### src/rtl/assert_macros.svh
// ----------------------------------------------------------------------------
// Assertion macros
// Shared concurrent assertion helpers. They expand to nothing in synthesis.
// ----------------------------------------------------------------------------
`ifndef ASSERT_MACROS_SVH
`define ASSERT_MACROS_SVH

`ifndef SYNTHESIS

// The property must hold at every rising clock edge outside reset.
`define ASSERT_CLKD(label, clk, rst, prop, msg) \
  label: assert property (@(posedge clk) disable iff (rst) prop) else $error(msg);

// The condition must never be true at a rising clock edge outside reset.
`define ASSERT_NEVER(label, clk, rst, cond, msg) \
  label: assert property (@(posedge clk) disable iff (rst) !(cond)) else $error(msg);

`else

`define ASSERT_CLKD(label, clk, rst, prop, msg)
`define ASSERT_NEVER(label, clk, rst, cond, msg)

`endif

`endif

### src/rtl/wsdf_pkg.sv
// ----------------------------------------------------------------------------
// WebSocket deframer package
// Result types, opcode codes and header constants for the frame parser.
// ----------------------------------------------------------------------------
`timescale 1ns / 1ps
`default_nettype none

package wsdf_pkg;

  // Result kinds.
  typedef enum logic [1:0] {
    KIND_BYTE  = 2'd0,
    KIND_EMPTY = 2'd1,
    KIND_CLOSE = 2'd2,
    KIND_OVER  = 2'd3
  } kind_t;

  // Frame opcodes that the parser acts upon.
  localparam logic [3:0] OP_TEXT  = 4'h1;
  localparam logic [3:0] OP_CLOSE = 4'h8;
  localparam logic [3:0] OP_PING  = 4'h9;

  // Seven-bit length codes that select an extended length field.
  localparam logic [6:0] LEN_EXT16 = 7'd126;
  localparam logic [6:0] LEN_EXT64 = 7'd127;

  // Number of bytes in each extended length field and in the mask key.
  localparam logic [3:0] EXT16_BYTES = 4'd2;
  localparam logic [3:0] EXT64_BYTES = 4'd8;
  localparam logic [3:0] KEY_BYTES   = 4'd4;

  // Reset value of the payload length limit (10 MiB).
  localparam logic [31:0] MAX_PAYLOAD_RESET = 32'(1024 * 1024 * 10);

  // One result as it sits in the output register.
  typedef struct packed {
    kind_t      kind;
    logic [7:0] data;
    logic [3:0] opcode;
    logic       last;
  } result_t;

endpackage

`default_nettype wire

### src/rtl/websocket_frame_deframer_top.sv
// ----------------------------------------------------------------------------
// WebSocket frame deframer
// Parses received WebSocket frames byte by byte and emits unmasked payload.
// ----------------------------------------------------------------------------
// The deframer takes one received byte per clock cycle while in_stall is low
// and gives at most one result per byte. Header parsing, payload unmasking and
// the length check all happen in combinational logic between the frame state
// registers and the output register, so back-to-back bytes are taken at full
// rate. Results are registered in an output register backed by one skid entry,
// which takes a result while the output register waits; in_stall rises only
// when both hold a result that the receiver has not yet taken. After a close
// result or an oversize error the block discards every byte until reset.
// max_payload_len should be written only while no request is in flight.
`timescale 1ns / 1ps
`default_nettype none
`include "assert_macros.svh"

module websocket_frame_deframer_top #(
  parameter int COUNT_WIDTH = 32
) (
  input  wire logic                 clk,
  input  wire logic                 rst,
  // Configuration write channel.
  input  wire logic                 cfg_valid,
  output logic                      cfg_ready,
  input  wire logic [31:0]          cfg_data,
  // Received byte channel.
  input  wire logic                 in_valid,
  output logic                      in_stall,
  input  wire logic [7:0]           rx_byte,
  // Result channel.
  output logic                      out_valid,
  input  wire logic                 out_stall,
  output wsdf_pkg::kind_t           kind,
  output logic [7:0]                out_byte,
  output logic [3:0]                frame_opcode,
  output logic                      last
);

  import wsdf_pkg::*;

  // Largest length the payload counter can hold.
  localparam logic [63:0] COUNT_CAP = (COUNT_WIDTH >= 64) ? {64{1'b1}}
                                    : ((64'd1 << COUNT_WIDTH) - 64'd1);

  typedef enum logic [2:0] {
    PH_HDR0,
    PH_HDR1,
    PH_EXTLEN,
    PH_MASK,
    PH_PAYLOAD,
    PH_HALTED
  } phase_t;

  // Frame state.
  phase_t                   phase, phase_next;
  logic [3:0]               cur_opcode, cur_opcode_next;
  logic                     mask_present, mask_present_next;
  logic [63:0]              length_accum, length_accum_next;
  logic [3:0]               header_bytes_left, header_bytes_left_next;
  logic [31:0]              mask_key, mask_key_next;
  logic [1:0]               key_index, key_index_next;
  logic [COUNT_WIDTH-1:0]   payload_left, payload_left_next;
  logic [31:0]              max_payload_len;

  // Output register and skid entry.
  result_t                  out_res, skid_res, res;
  logic                     skid_valid;
  logic                     res_valid;

  logic                     in_accept;
  logic                     out_take;
  logic                     finish;
  logic                     oversize;
  logic [7:0]               key_byte;
  logic                     is_last;
  logic                     emits_bytes;

  assign cfg_ready = 1'b1;
  assign in_stall  = skid_valid;
  assign in_accept = in_valid && !in_stall;
  assign out_take  = out_valid && !out_stall;

  assign kind         = out_res.kind;
  assign out_byte     = out_res.data;
  assign frame_opcode = out_res.opcode;
  assign last         = out_res.last;

  // Key byte for the current payload position; key byte 0 sits in bits 31:24.
  assign key_byte    = 8'(mask_key >> {~key_index, 3'b000});
  assign is_last     = (payload_left == COUNT_WIDTH'(1));
  assign emits_bytes = (cur_opcode == OP_TEXT) || (cur_opcode == OP_PING);
  assign oversize    = (length_accum_next > {32'd0, max_payload_len}) ||
                       (length_accum_next > COUNT_CAP);

  // Next frame state and the result for the byte on the input.
  always_comb begin
    phase_next             = phase;
    cur_opcode_next        = cur_opcode;
    mask_present_next      = mask_present;
    length_accum_next      = length_accum;
    header_bytes_left_next = header_bytes_left;
    mask_key_next          = mask_key;
    key_index_next         = key_index;
    payload_left_next      = payload_left;
    finish                 = 1'b0;
    res_valid              = 1'b0;
    res.kind               = KIND_BYTE;
    res.data               = 8'd0;
    res.opcode             = cur_opcode;
    res.last               = 1'b1;

    case (phase)
      PH_HDR0: begin
        cur_opcode_next = rx_byte[3:0];
        phase_next      = PH_HDR1;
      end
      PH_HDR1: begin
        mask_present_next = rx_byte[7];
        mask_key_next     = 32'd0;
        if (rx_byte[6:0] == LEN_EXT16) begin
          length_accum_next      = 64'd0;
          header_bytes_left_next = EXT16_BYTES;
          phase_next             = PH_EXTLEN;
        end else if (rx_byte[6:0] == LEN_EXT64) begin
          length_accum_next      = 64'd0;
          header_bytes_left_next = EXT64_BYTES;
          phase_next             = PH_EXTLEN;
        end else begin
          length_accum_next = {57'd0, rx_byte[6:0]};
          if (rx_byte[7]) begin
            header_bytes_left_next = KEY_BYTES;
            phase_next             = PH_MASK;
          end else begin
            header_bytes_left_next = 4'd0;
            finish                 = 1'b1;
          end
        end
      end
      PH_EXTLEN: begin
        length_accum_next      = {length_accum[55:0], rx_byte};
        header_bytes_left_next = header_bytes_left - 4'd1;
        if (header_bytes_left_next == 4'd0) begin
          if (mask_present) begin
            header_bytes_left_next = KEY_BYTES;
            phase_next             = PH_MASK;
          end else begin
            finish = 1'b1;
          end
        end
      end
      PH_MASK: begin
        mask_key_next          = {mask_key[23:0], rx_byte};
        header_bytes_left_next = header_bytes_left - 4'd1;
        if (header_bytes_left_next == 4'd0) begin
          finish = 1'b1;
        end
      end
      PH_PAYLOAD: begin
        key_index_next    = key_index + 2'd1;
        payload_left_next = payload_left - COUNT_WIDTH'(1);
        if (is_last) begin
          phase_next = (cur_opcode == OP_CLOSE) ? PH_HALTED : PH_HDR0;
        end
        if (emits_bytes) begin
          res_valid = 1'b1;
          res.kind  = KIND_BYTE;
          res.data  = rx_byte ^ key_byte;
          res.last  = is_last;
        end else if (cur_opcode == OP_CLOSE && is_last) begin
          res_valid = 1'b1;
          res.kind  = KIND_CLOSE;
        end
      end
      default: begin
        phase_next = PH_HALTED;
      end
    endcase

    // End of header: length check, then payload or a close or empty result.
    if (finish) begin
      key_index_next = 2'd0;
      if (oversize) begin
        phase_next = PH_HALTED;
        res_valid  = 1'b1;
        res.kind   = KIND_OVER;
      end else begin
        payload_left_next = length_accum_next[COUNT_WIDTH-1:0];
        if (length_accum_next != 64'd0) begin
          phase_next = PH_PAYLOAD;
        end else if (cur_opcode == OP_CLOSE) begin
          phase_next = PH_HALTED;
          res_valid  = 1'b1;
          res.kind   = KIND_CLOSE;
        end else begin
          phase_next = PH_HDR0;
          if (emits_bytes) begin
            res_valid = 1'b1;
            res.kind  = KIND_EMPTY;
          end
        end
      end
    end
  end

  // State, configuration and output registers.
  always_ff @(posedge clk) begin
    if (rst) begin
      phase             <= PH_HDR0;
      cur_opcode        <= 4'd0;
      mask_present      <= 1'b0;
      length_accum      <= 64'd0;
      header_bytes_left <= 4'd0;
      mask_key          <= 32'd0;
      key_index         <= 2'd0;
      payload_left      <= '0;
      max_payload_len   <= MAX_PAYLOAD_RESET;
      out_valid         <= 1'b0;
      skid_valid        <= 1'b0;
    end else begin
      if (cfg_valid && cfg_ready) begin
        max_payload_len <= cfg_data;
      end

      if (in_accept) begin
        phase             <= phase_next;
        cur_opcode        <= cur_opcode_next;
        mask_present      <= mask_present_next;
        length_accum      <= length_accum_next;
        header_bytes_left <= header_bytes_left_next;
        mask_key          <= mask_key_next;
        key_index         <= key_index_next;
        payload_left      <= payload_left_next;
      end

      // The skid entry drains first; a new result fills the output
      // register when it is free, else the skid entry.
      if (skid_valid) begin
        if (out_take) begin
          out_res    <= skid_res;
          skid_valid <= 1'b0;
        end
      end else if (in_accept && res_valid) begin
        if (!out_valid || out_take) begin
          out_res   <= res;
          out_valid <= 1'b1;
        end else begin
          skid_res   <= res;
          skid_valid <= 1'b1;
        end
      end else if (out_take) begin
        out_valid <= 1'b0;
      end
    end
  end

  // The skid entry only fills behind a waiting output register.
  `ASSERT_NEVER(a_skid_without_out, clk, rst, skid_valid && !out_valid, "skid entry full while output register is empty")
  // Once halted the parser stays halted until reset.
  `ASSERT_CLKD(a_halt_sticks, clk, rst, (phase == PH_HALTED) |=> (phase == PH_HALTED), "parser left the halted phase")
  // A payload phase always has bytes left to consume.
  `ASSERT_NEVER(a_payload_count, clk, rst, (phase == PH_PAYLOAD) && (payload_left == '0), "payload phase with no bytes left")
  // Header field phases always have bytes left to read.
  `ASSERT_NEVER(a_header_count, clk, rst, ((phase == PH_EXTLEN) || (phase == PH_MASK)) && (header_bytes_left == 4'd0), "header phase with no bytes left")

endmodule

`default_nettype wire
### config.mk
export PLATFORM = sky130hd
export DESIGN_NAME = websocket_frame_deframer_top
export DESIGN_NICKNAME = d
export VERILOG_FILES = /design/src/rtl/wsdf_pkg.sv /design/src/rtl/websocket_frame_deframer_top.sv
export VERILOG_INCLUDE_DIRS = /design/src /design/src/rtl
export SDC_FILE = /design/constraint.sdc
export NUM_CORES = 1
export LEC_CHECK = 0
export BUFFER_PORTS_ARGS = -buffer_cell sky130_fd_sc_hd__buf_2
export CORE_UTILIZATION = 60
export CTS_CLUSTER_SIZE = 16
export DETAILED_ROUTE_END_ITERATION = 10
export PLACE_DENSITY = 0.75
export SKIP_CTS_REPAIR_TIMING = 1
export SYNTH_ARGS = -nofsm -noshare
export SYNTH_HDL_FRONTEND = slang
export SYNTH_SLANG_ARGS = --single-unit
export TNS_END_PERCENT = 20
### constraint.sdc
create_clock -name clk -period 6.9 [get_ports clk]
set_input_delay 0.345 -clock clk [delete_from_list [all_inputs] [get_ports clk]]
set_output_delay 0.345 -clock clk [all_outputs]
set_load 0.02 [all_outputs]
==> results.md, run 1 <==
- Status: finished, final reports clean
- P&R area growth vs syn: 8.92%
- Largest family of logic cells by synthesized area: simple AND/OR/NAND/NOR gates
- Synth Area in Simple Gates: 0.231
- Skew final: 0.0108 ns
- Netlist cell types: 81
- Cell taking the most area after synthesis: dfxtp_1
- Antenna-violating nets left: 0
- Post-Synthesis Net Count: between 1000 and 1500
- Critical path type: reg2reg
- Initial Util: 0.614
- Clk buf depth: 3
- DR vias/cell: 6.23
- Reg-to-reg endpoint: payload_left[22]
- Hold Startpoint: cfg_data[21]
- Placed insts: 1576
- Hpwl dp: 19600 um
- DR pass1 iterations: 5
- Mux share of post-synthesis cell area: 0.0530
- Top-count cell post-synth: nor2_1
- Crit path launch type: flop
- Die area: 19800 um2
- CTS tree: done
- Clock Latency Late Sink: 0.50 ns
- Pin count of the biggest net entering global routing: 87
- Layout Cells excl Fill: 1616
- Final GP Congestion: 0.950
- Layout cells sized above 1: 0.120
- Yosys top cell area share: 0.305
- Adder-cell share of the synthesized area: 0.0389
- RSZ-0062 raised after global routing: no
- Fin. max-slew vios: 0
- Post-synthesis xor/xnor area fraction: 0.00606
- Yosys warnings: 0
- Reg-to-reg slack, setup: 1.48 ns
- Worst Hold Class: in2reg
- I/O Buffers: 61
- Worst-path clk slew: 0.06 ns
- DR vias: between 10000 and 15000
- Finished Cell Area: 12600 um2
- Worst EP arrival: 5.85 ns
- CP Capture Type: flop
- Post-synth top cells: nor2_1, dfxtp_1, inv_1
- Core box area: 18800 um2
- TritonCTS Buffers: 23
- GRT Total Usage: 0.294
- Final #Nets: 1422
- # DRC: 0
- Final TNS setup: 0 ns
- DRT iter0 DRCs: between 1000 and 1500
- Slew HR: 0.211
- Required @ worst endpoint: 7.32 ns
- WHS Path Cells: 3
- Mean Syn Cell Area: about 8.6 um2
- Placed instance area: 11900 um2
- Final period util: 0.786
- Grt ovf: 0
- CTS sink count: approximately 210
- Cell leakage power: around 4.8 nW
- Pwr Density: 265 nW/um2
- Worst vdd ir: 0.000192 V
- Synth Instances: between 1000 and 1500
- Antenna cells: 0
- H-tree depth: 1
- Routed len/inst: ~18 um
- Share of flip-flops with an asynchronous set or reset: 0
- Slew @ Worst Pin: 1.18 ns
- Max Freq: 184 MHz
- First-pass GRT wire length: 47500 um
- Root Buffer: clkbuf_16
- Worst Reg2Reg Path Length in Cells: 12
- Number of synthesized flops with an enable pin: 30
- Yosys reg bits: 206
- Endpoints failing hold: 0
- Setup violators final: 0
- Critical Path Fanout Max: between 50 and 60
- Minimum clock period after layout: 5.42 ns
- Largest cells by area after synthesis: dfxtp_1, edfxtp_1, nor2_1, ha_1, a211oi_1
- Syn Std Cell Area: between 10000 and 15000 um2
- Final wirelength: 29100 um
- FILL cells: 1590
- Die Ht: 141 um
- Hold endpoint: max_payload_len[21]
- Max-cap check violation count: 0
- Initial antenna violation count: 0
- Vias in the first global route: 9039
- Die width: 141 um
- Post-synthesis compound-gate area fraction: 0.215
- Top FF cell, synth: dfxtp_1
- Register area share after synthesis: 0.382
- Cell Rows: 50
- Io pins: 63
- Reg2reg start: phase[2]
## flip-flops by register name, summed over array words and instances, names as in the netlist, 2 cells and up
register,count
skid_res,15
key_index,2
out_byte,8
mask_key,32
frame_opcode,4
cur_opcode,4
header_bytes_left,4
phase,3
max_payload_len,32
payload_left,32
length_accum,64
kind,2
## area by class of cell
class / instances / area [um2] / area share
Multi-Input combinational cell: 944 / 6320 / 0.502
Sequential cell: 206 / 4430 / 0.352
Clock buffer: 29 / 638 / 0.0506
Timing Repair Buffer: 82 / 465 / 0.0369
Tap cell: 260 / 325 / 0.0258
Inverter: 84 / 315 / 0.0250
Clock inverter: 11 / 104 / 0.00824
## through the flow
stage          hold WS (ns)  total power, mW   util  setup WS [ns]
4_1_cts              0.0701             3.34  0.669           1.57
3_5_place_dp          0.463             2.14  0.630           1.59
6_report             0.0724             3.34  0.669           1.48
2_1_floorplan         0.439             1.96      -           2.25
3_3_place_gp          0.454             2.12  0.630           1.76
5_1_grt              0.0715             3.49  0.669           1.12
## cell families (layout without fill, tap and decap cells)
family / Yosys count / in the layout
AOI/OAI and AO/OA: 341 / 341
xor gates and xnor gates: 8 / 8
adders and majority gates: 36 / 36
buffers and inverters: 190 / 206
DFF: 206 / 206
muxes: 50 / 50
other: 1 / 1
and+or+nand+nor: 508 / 508
## worst max-delay path by stage
stage                         from               end  slack (ns)  cells past startpoint
after floorplan           phase[1]   frame_opcode[0]        2.25                     15
after global placement    phase[2]  payload_left[22]        1.76                     12
after detailed placement  phase[2]   payload_left[0]        1.59                     12
after CTS                 phase[2]  payload_left[22]        1.57                     12
after global routing      phase[2]  payload_left[22]        1.12                     12
final                     phase[2]  payload_left[22]        1.48                     12
## report_power, final
group | total, mW | internal [mW] | switching, mW
clock | 1.20 | 0.724 | 0.480
combinational | 0.785 | 0.284 | 0.501
sequential | 1.35 | 1.27 | 0.0741
total | 3.34 | 2.28 | 1.05
## critical path, stage by stage (launching register included)
cell	delay (ns)
dfxtp_1	0.53
nor2b_4	0.92
a21oi_1	0.18
o21ai_0	0.59
ha_1	0.36
nand4_1	0.14
nor3_1	0.09
a21boi_0	0.12
or4b_2	0.62
o211ai_2	0.42
nand3_4	0.61
or3_1	0.54
a31oi_1	0.16
## routing by layer
metal	up-vias	GRT usage	share of wire
li1	4926	-	-
met1	4768	0.429	0.47
met2	333	0.457	0.45
met3	42	0.0370	0.061
met4	0	0.0778	0.019
met5	-	0	0
## layout by cell type (no fill, tap or decap), types with 27 or more instances in the layout
cell type and count:
nand2_1 64, a211oi_1 50, nor2b_1 46, a221oi_1 39, a21oi_1 59, nor2_1 191
buf_2 60, nand3_1 27, o21ai_0 35, nor3b_1 42, dfxtp_1 174, inv_1 84
mux2i_1 35, nand4_1 27, edfxtp_1 30, a22oi_1 42, ha_1 36
Note: power is estimated with default switching activity, not from simulation.
==> run 2, diff against run 1 <==
- clock period: 6.9 -> 5.07 ns (I/O delays scaled with it)
==> run 2 against run 1 <==
Worst hold slack lost 0.096 ns; sequential power grew 34%; largest power group unchanged; critical path depth grew 1; the flow now finishes with violations (hold timing).
==> results.md, run 2 (synthesized netlist as in run 1, its figures left out) <==
- DR top layer: met4
- Reg-to-reg endpoint: payload_left[0]
- Sw frac: 0.310
- Vias in the first global route: between 9000 and 10000
- Cell Rows: 50
- Internal power: 3.29 mW
- DR pass1 iterations: 8
- WHS Path Cells: 3
- DR vias: 10274
- Worst vdd ir: 0.000249 V
- Hold Slack: -0.0240 ns
- Grt ovf: 0
- Max Freq: about 220 MHz
- TritonCTS Buffers: 23
- Tot Pwr: 4.76 mW
- Worst EP arrival: 4.95 ns
- P&R area growth vs syn: 11.8%
- Core box area: 18800 um2
- Wl on met1: ~13000 um
- Pwr Density: 368 nW/um2
- Critical path type: reg2reg
- Worst Hold Class: in2reg
- Violated checks: hold timing
- WL met2: 13400 um
- Slew HR: 0.317
- Gate power share: 0.241
- Reg2reg start: phase[1]
- Critical Path Fanout Max: 41
- Routed len/inst: 18.0 um
- DRT iter0 DRCs: 934
- Number of flip-flops in the largest register: 64
- Met3 wire len: 1970 um
- RSZ-0062 raised after global routing: no
- Sequential share of power: 0.381
- H-tree depth: 1
- Root Buffer: clkbuf_16
- Switching power total: 1.48 mW
- Antenna cells: 0
- Required @ worst endpoint: about 5.5 ns
- Clk buf depth: 3
- Most common cell after layout, fill and taps aside: nor2_1
- Slowest stage delay, CP: approximately 0.63 ns
- Minimum clock period after layout: 4.52 ns
- CTS tree: done
- Final period util: 0.892
- Layout cells sized above 1: 0.133
- # DRC: 0
- Final GP Congestion: 0.901
- Die width: 141 um
- Reg-to-reg slack, setup: 0.55 ns
- Clk network pwr share: 0.378
- GRT Total Usage: 0.298
- Final TNS setup: 0 ns
- Hpwl dp: 20000 um
- Cell leakage power: 4.95 nW
- Initial antenna violation count: 0
- Status: complete, but fails checks
- Worst Reg2Reg Path Length in Cells: 13
- CP max-delay cell: or4b_2
- Die Ht: 141 um
- Slew @ Worst Pin: between 1 and 1.5 ns
- DR vias/cell: 6.23
- CP Capture Type: flop
- Endpoints failing hold: 17
- Worst-path clk slew: 0.06 ns
- Crit path launch type: flop
- Max-cap check violation count: 0
- Fin. max-slew vios: 0
- Hold Startpoint: cfg_data[4]
- First-pass GRT wire length: around 48000 um
- Hold endpoint: max_payload_len[4]
- Die area: 19800 um2
- Skew final: 0.0111 ns
- Final #Nets: around 1500
- CTS sink count: 206
- Largest register by flop count: length_accum
- Commonest non-fill, non-tap cells in the layout: nor2_1, dfxtp_1, inv_1
- Setup violators final: 0
- Initial Util: 0.614
- Crit-path cells: nor2b_4 -> a21oi_1 -> o21ai_0 -> buf_4 -> ha_1 -> nand4_1 -> nor3_1 -> a21boi_0 -> or4b_2 -> o211ai_2 -> nand3_4 -> or3_1 -> a31oi_1
- I/O Buffers: just over 60
- Clock Latency Late Sink: 0.52 ns
- Antenna-violating nets left: 0
- Final wirelength: 29700 um
- Io pins: 63
- Pin count of the biggest net entering global routing: 78
-- run 2: power groups by stage --
stage                     registers [mW]  clock network, mW  logic [mW]
after floorplan                     1.81                  0       0.851
after global placement              1.84                  0        1.09
after detailed placement            1.85                  0        1.11
after CTS                           1.81               1.83        1.12
after global routing                1.82               1.88        1.25
final                               1.81               1.80        1.15
-- run 2: how the worst max path moves through the flow --
stage	startpoint	to	depth (start not counted)
floorplan	phase[1]	frame_opcode[0]	15
global placement	phase[1]	payload_left[10]	14
detailed placement	phase[1]	skid_res[7]	13
CTS	phase[1]	skid_res[5]	13
global route	phase[0]	skid_res[14]	14
finish	phase[1]	payload_left[0]	13
-- run 2: through the flow --
step / worst slack [ns] / cells / hold WS, ns / instance area (um2) / utilization
2_1_floorplan: 0.425 / 1340 / 0.384 / 11600 / -
3_3_place_gp: 0.737 / 1598 / 0.450 / 12000 / 0.638
3_5_place_dp: 0.654 / 1598 / 0.458 / 12000 / 0.638
4_1_cts: 0.622 / 1637 / -0.0425 / 12800 / 0.681
5_1_grt: 0.246 / 1648 / -0.0151 / 12900 / 0.687
6_report: 0.550 / 1648 / -0.0240 / 12900 / 0.687
-- run 2: cell type report --
class | instances | area [um2]
clock buffers | 25 | 583
clock inverters | 14 | 221
fillers | 1523 | 5890
repair buffers | 115 | 741
well taps | 260 | 325
inverters | 84 | 315
multi-input cells | 944 | 6320
flip-flops and latches | 206 | 4430
-- run 2: metal layers --
layer  GRT usage  vias up
met3      0.0462       78
met2       0.468      377
met4       0.112        0
met5           0        -
met1       0.414     4831
li1            -     4988
-- run 2: worst max-delay path, delay by kind of cell (launching register included) --
| kind | cells | cell delay (ns) |
|---|---|---|
| AO/OA/AOI/OAI | 5 | 1.01 |
| adder cells (fa/ha/maj) | 1 | 0.25 |
| AND/OR/NAND/NOR | 6 | 2.41 |
| flip-flops | 1 | 0.56 |
| buffers and inverters | 1 | 0.18 |
==> run 3, diff against run 2 <==
- HOLD_SLACK_MARGIN: default -> 0.08
==> run 3 against run 2 <==
The flow now finishes without violations; die area did not move; clock-buffer cell count did not move; critical path depth rose by 1; largest cell class unchanged; highest routed layer unchanged.
==> results.md, run 3 (synthesized netlist as in run 1, its figures left out) <==
- Status: finished, final reports clean
- Final wirelength: roughly 30000 um
- Slew HR: 0.295
- Pwr Density: 363 nW/um2
- TritonCTS Buffers: 23
- Slew @ Worst Pin: roughly 1.0 ns
- Placed insts: 1598
- Sequential share of power: 0.379
- Cell Rows: 50
- Antenna-violating nets left: 0
- Crit-path cells: nor2b_4 -> a21oi_1 -> o21ai_0 -> buf_4 -> ha_1 -> nand4_1 -> nor3_1 -> a21boi_0 -> or4b_2 -> o211ai_2 -> nand2_1 -> o2111ai_2 -> a221oi_2 -> dlygate4sd3_1
- Die width: 141 um
- Initial antenna violation count: 0
- Vias in the first global route: 9265
- Cell leakage power: 5.04 nW
- Clk buf depth: 3
- Crit path launch type: flop
- Worst-path clk slew: around 0.06 ns
- H-tree depth: 1
- Io pins: 63
- Commonest non-fill, non-tap cells in the layout: nor2_1, dfxtp_1, inv_1
- Final #Nets: 1478
- Max-cap check violation count: 0
- Gate power share: 0.244
- DR pass1 iterations: 6
- Skew final: 0.0120 ns
- Minimum clock period after layout: approximately 4.6 ns
- Flip-flop and latch area: 4430 um2
- Initial Util: 0.614
- Core box area: 18800 um2
- Most common cell after layout, fill and taps aside: nor2_1
- # DRC: 0
- CP Capture Type: flop
- Routed len/inst: 18.2 um
- Switching power total: 1.49 mW
- Final period util: 0.906
- Pin count of the biggest net entering global routing: 78
- CP max-delay cell: or4b_2
- Max Freq: 218 MHz
- Internal power: roughly 3.3 mW
- Root Buffer: clkbuf_16
- Sw frac: 0.311
- Die Ht: roughly 140 um
- Clk network pwr share: 0.377
- Worst Hold Class: in2reg
- DR vias: 10434
- Worst vdd ir: 0.000280 V
- Endpoints failing hold: 0
- First-pass GRT wire length: 47800 um
- DR vias/cell: 6.24
- Worst EP arrival: 5.00 ns
- Largest register by flop count: length_accum
- DRT iter0 DRCs: 1135
- Fin. max-slew vios: 0
- Layout Cells excl Fill: 1671
- Tot Pwr: 4.79 mW
- CTS sink count: 206
- GRT Total Usage: 0.298
- Required @ worst endpoint: 5.48 ns
- I/O Buffers: about 60
- Critical Path Fanout Max: 20
- Grt ovf: 0
- Final GP Congestion: approximately 0.9
- Hpwl dp: 20000 um
- RSZ-0062 raised after global routing: no
- CTS tree: done
- Critical path type: reg2reg
- Layout cells sized above 1: 0.131
- Antenna cells: 0
- Area of the multi-input gates: 6320 um2
- Final TNS setup: 0 ns
- FILL cells: 1477
- Number of flip-flops in the largest register: 64
- Slowest stage delay, CP: 0.64 ns
- Clock Latency Late Sink: 0.52 ns
- P&R area growth vs syn: 13.8%
- Die area: between 15000 and 20000 um2
- Setup violators final: 0
run 3: changes by cell type in the layout (fill, tap and decap cells not counted), sizes merged:
cell	change
dlygate4sd3	+23
run 3: power by group through the flow:
stage                     registers, mW  clock network (mW)  logic, mW
after CTS                          1.81                1.83       1.12
after global routing               1.82                1.88       1.27
final                              1.81                1.80       1.17
after floorplan                    1.81                   0      0.851
after global placement             1.84                   0       1.09
after detailed placement           1.85                   0       1.11
run 3: through the flow:
| stage | area, um2 | utilization | setup slack [ns] | hold slack, ns |
|---|---|---|---|---|
| 2_1_floorplan | 11600 | - | 0.425 | 0.384 |
| 3_3_place_gp | 12000 | 0.638 | 0.737 | 0.450 |
| 3_5_place_dp | 12000 | 0.638 | 0.654 | 0.458 |
| 4_1_cts | 12800 | 0.681 | 0.622 | -0.0425 |
| 5_1_grt | 13200 | 0.699 | 0.246 | 0.114 |
| 6_report | 13200 | 0.699 | 0.477 | 0.108 |
run 3: final cells by class:
cell class | count | share of cell area
clock buffer | 25 | 0.0443
clock inverter | 14 | 0.0168
inverter | 84 | 0.0239
multi-input combinational | 944 | 0.480
sequential | 206 | 0.336
tap | 260 | 0.0247
timing repair buffer | 138 | 0.0737
run 3: worst paths after layout:
path                      endpoint              from  cells past startpoint  slack (ns)
hold reg to reg   payload_left[11]  payload_left[11]                      2        0.47
hold / removal    length_accum[49]               rst                      2        0.11
setup / recovery          in_stall          phase[1]                     14        0.48
setup reg to reg          in_stall          phase[1]                     14        0.48
run 3: metal layers:
metal | GRT usage | vias to the layer above | part of all wire
li1 | - | 5052 | -
met1 | 0.414 | 4920 | 0.44
met2 | 0.468 | 385 | 0.46
met3 | 0.0462 | 77 | 0.064
met4 | 0.112 | 0 | 0.035
met5 | 0 | - | 0
run 3: critical path, delay by kind of cell, from the launching register on:
kind,cells,cell delay [ns]
flops,1,0.57
buf+inv,2,0.78
compound gates,6,1.15
simple gates,5,1.70
fa+ha+maj,1,0.25
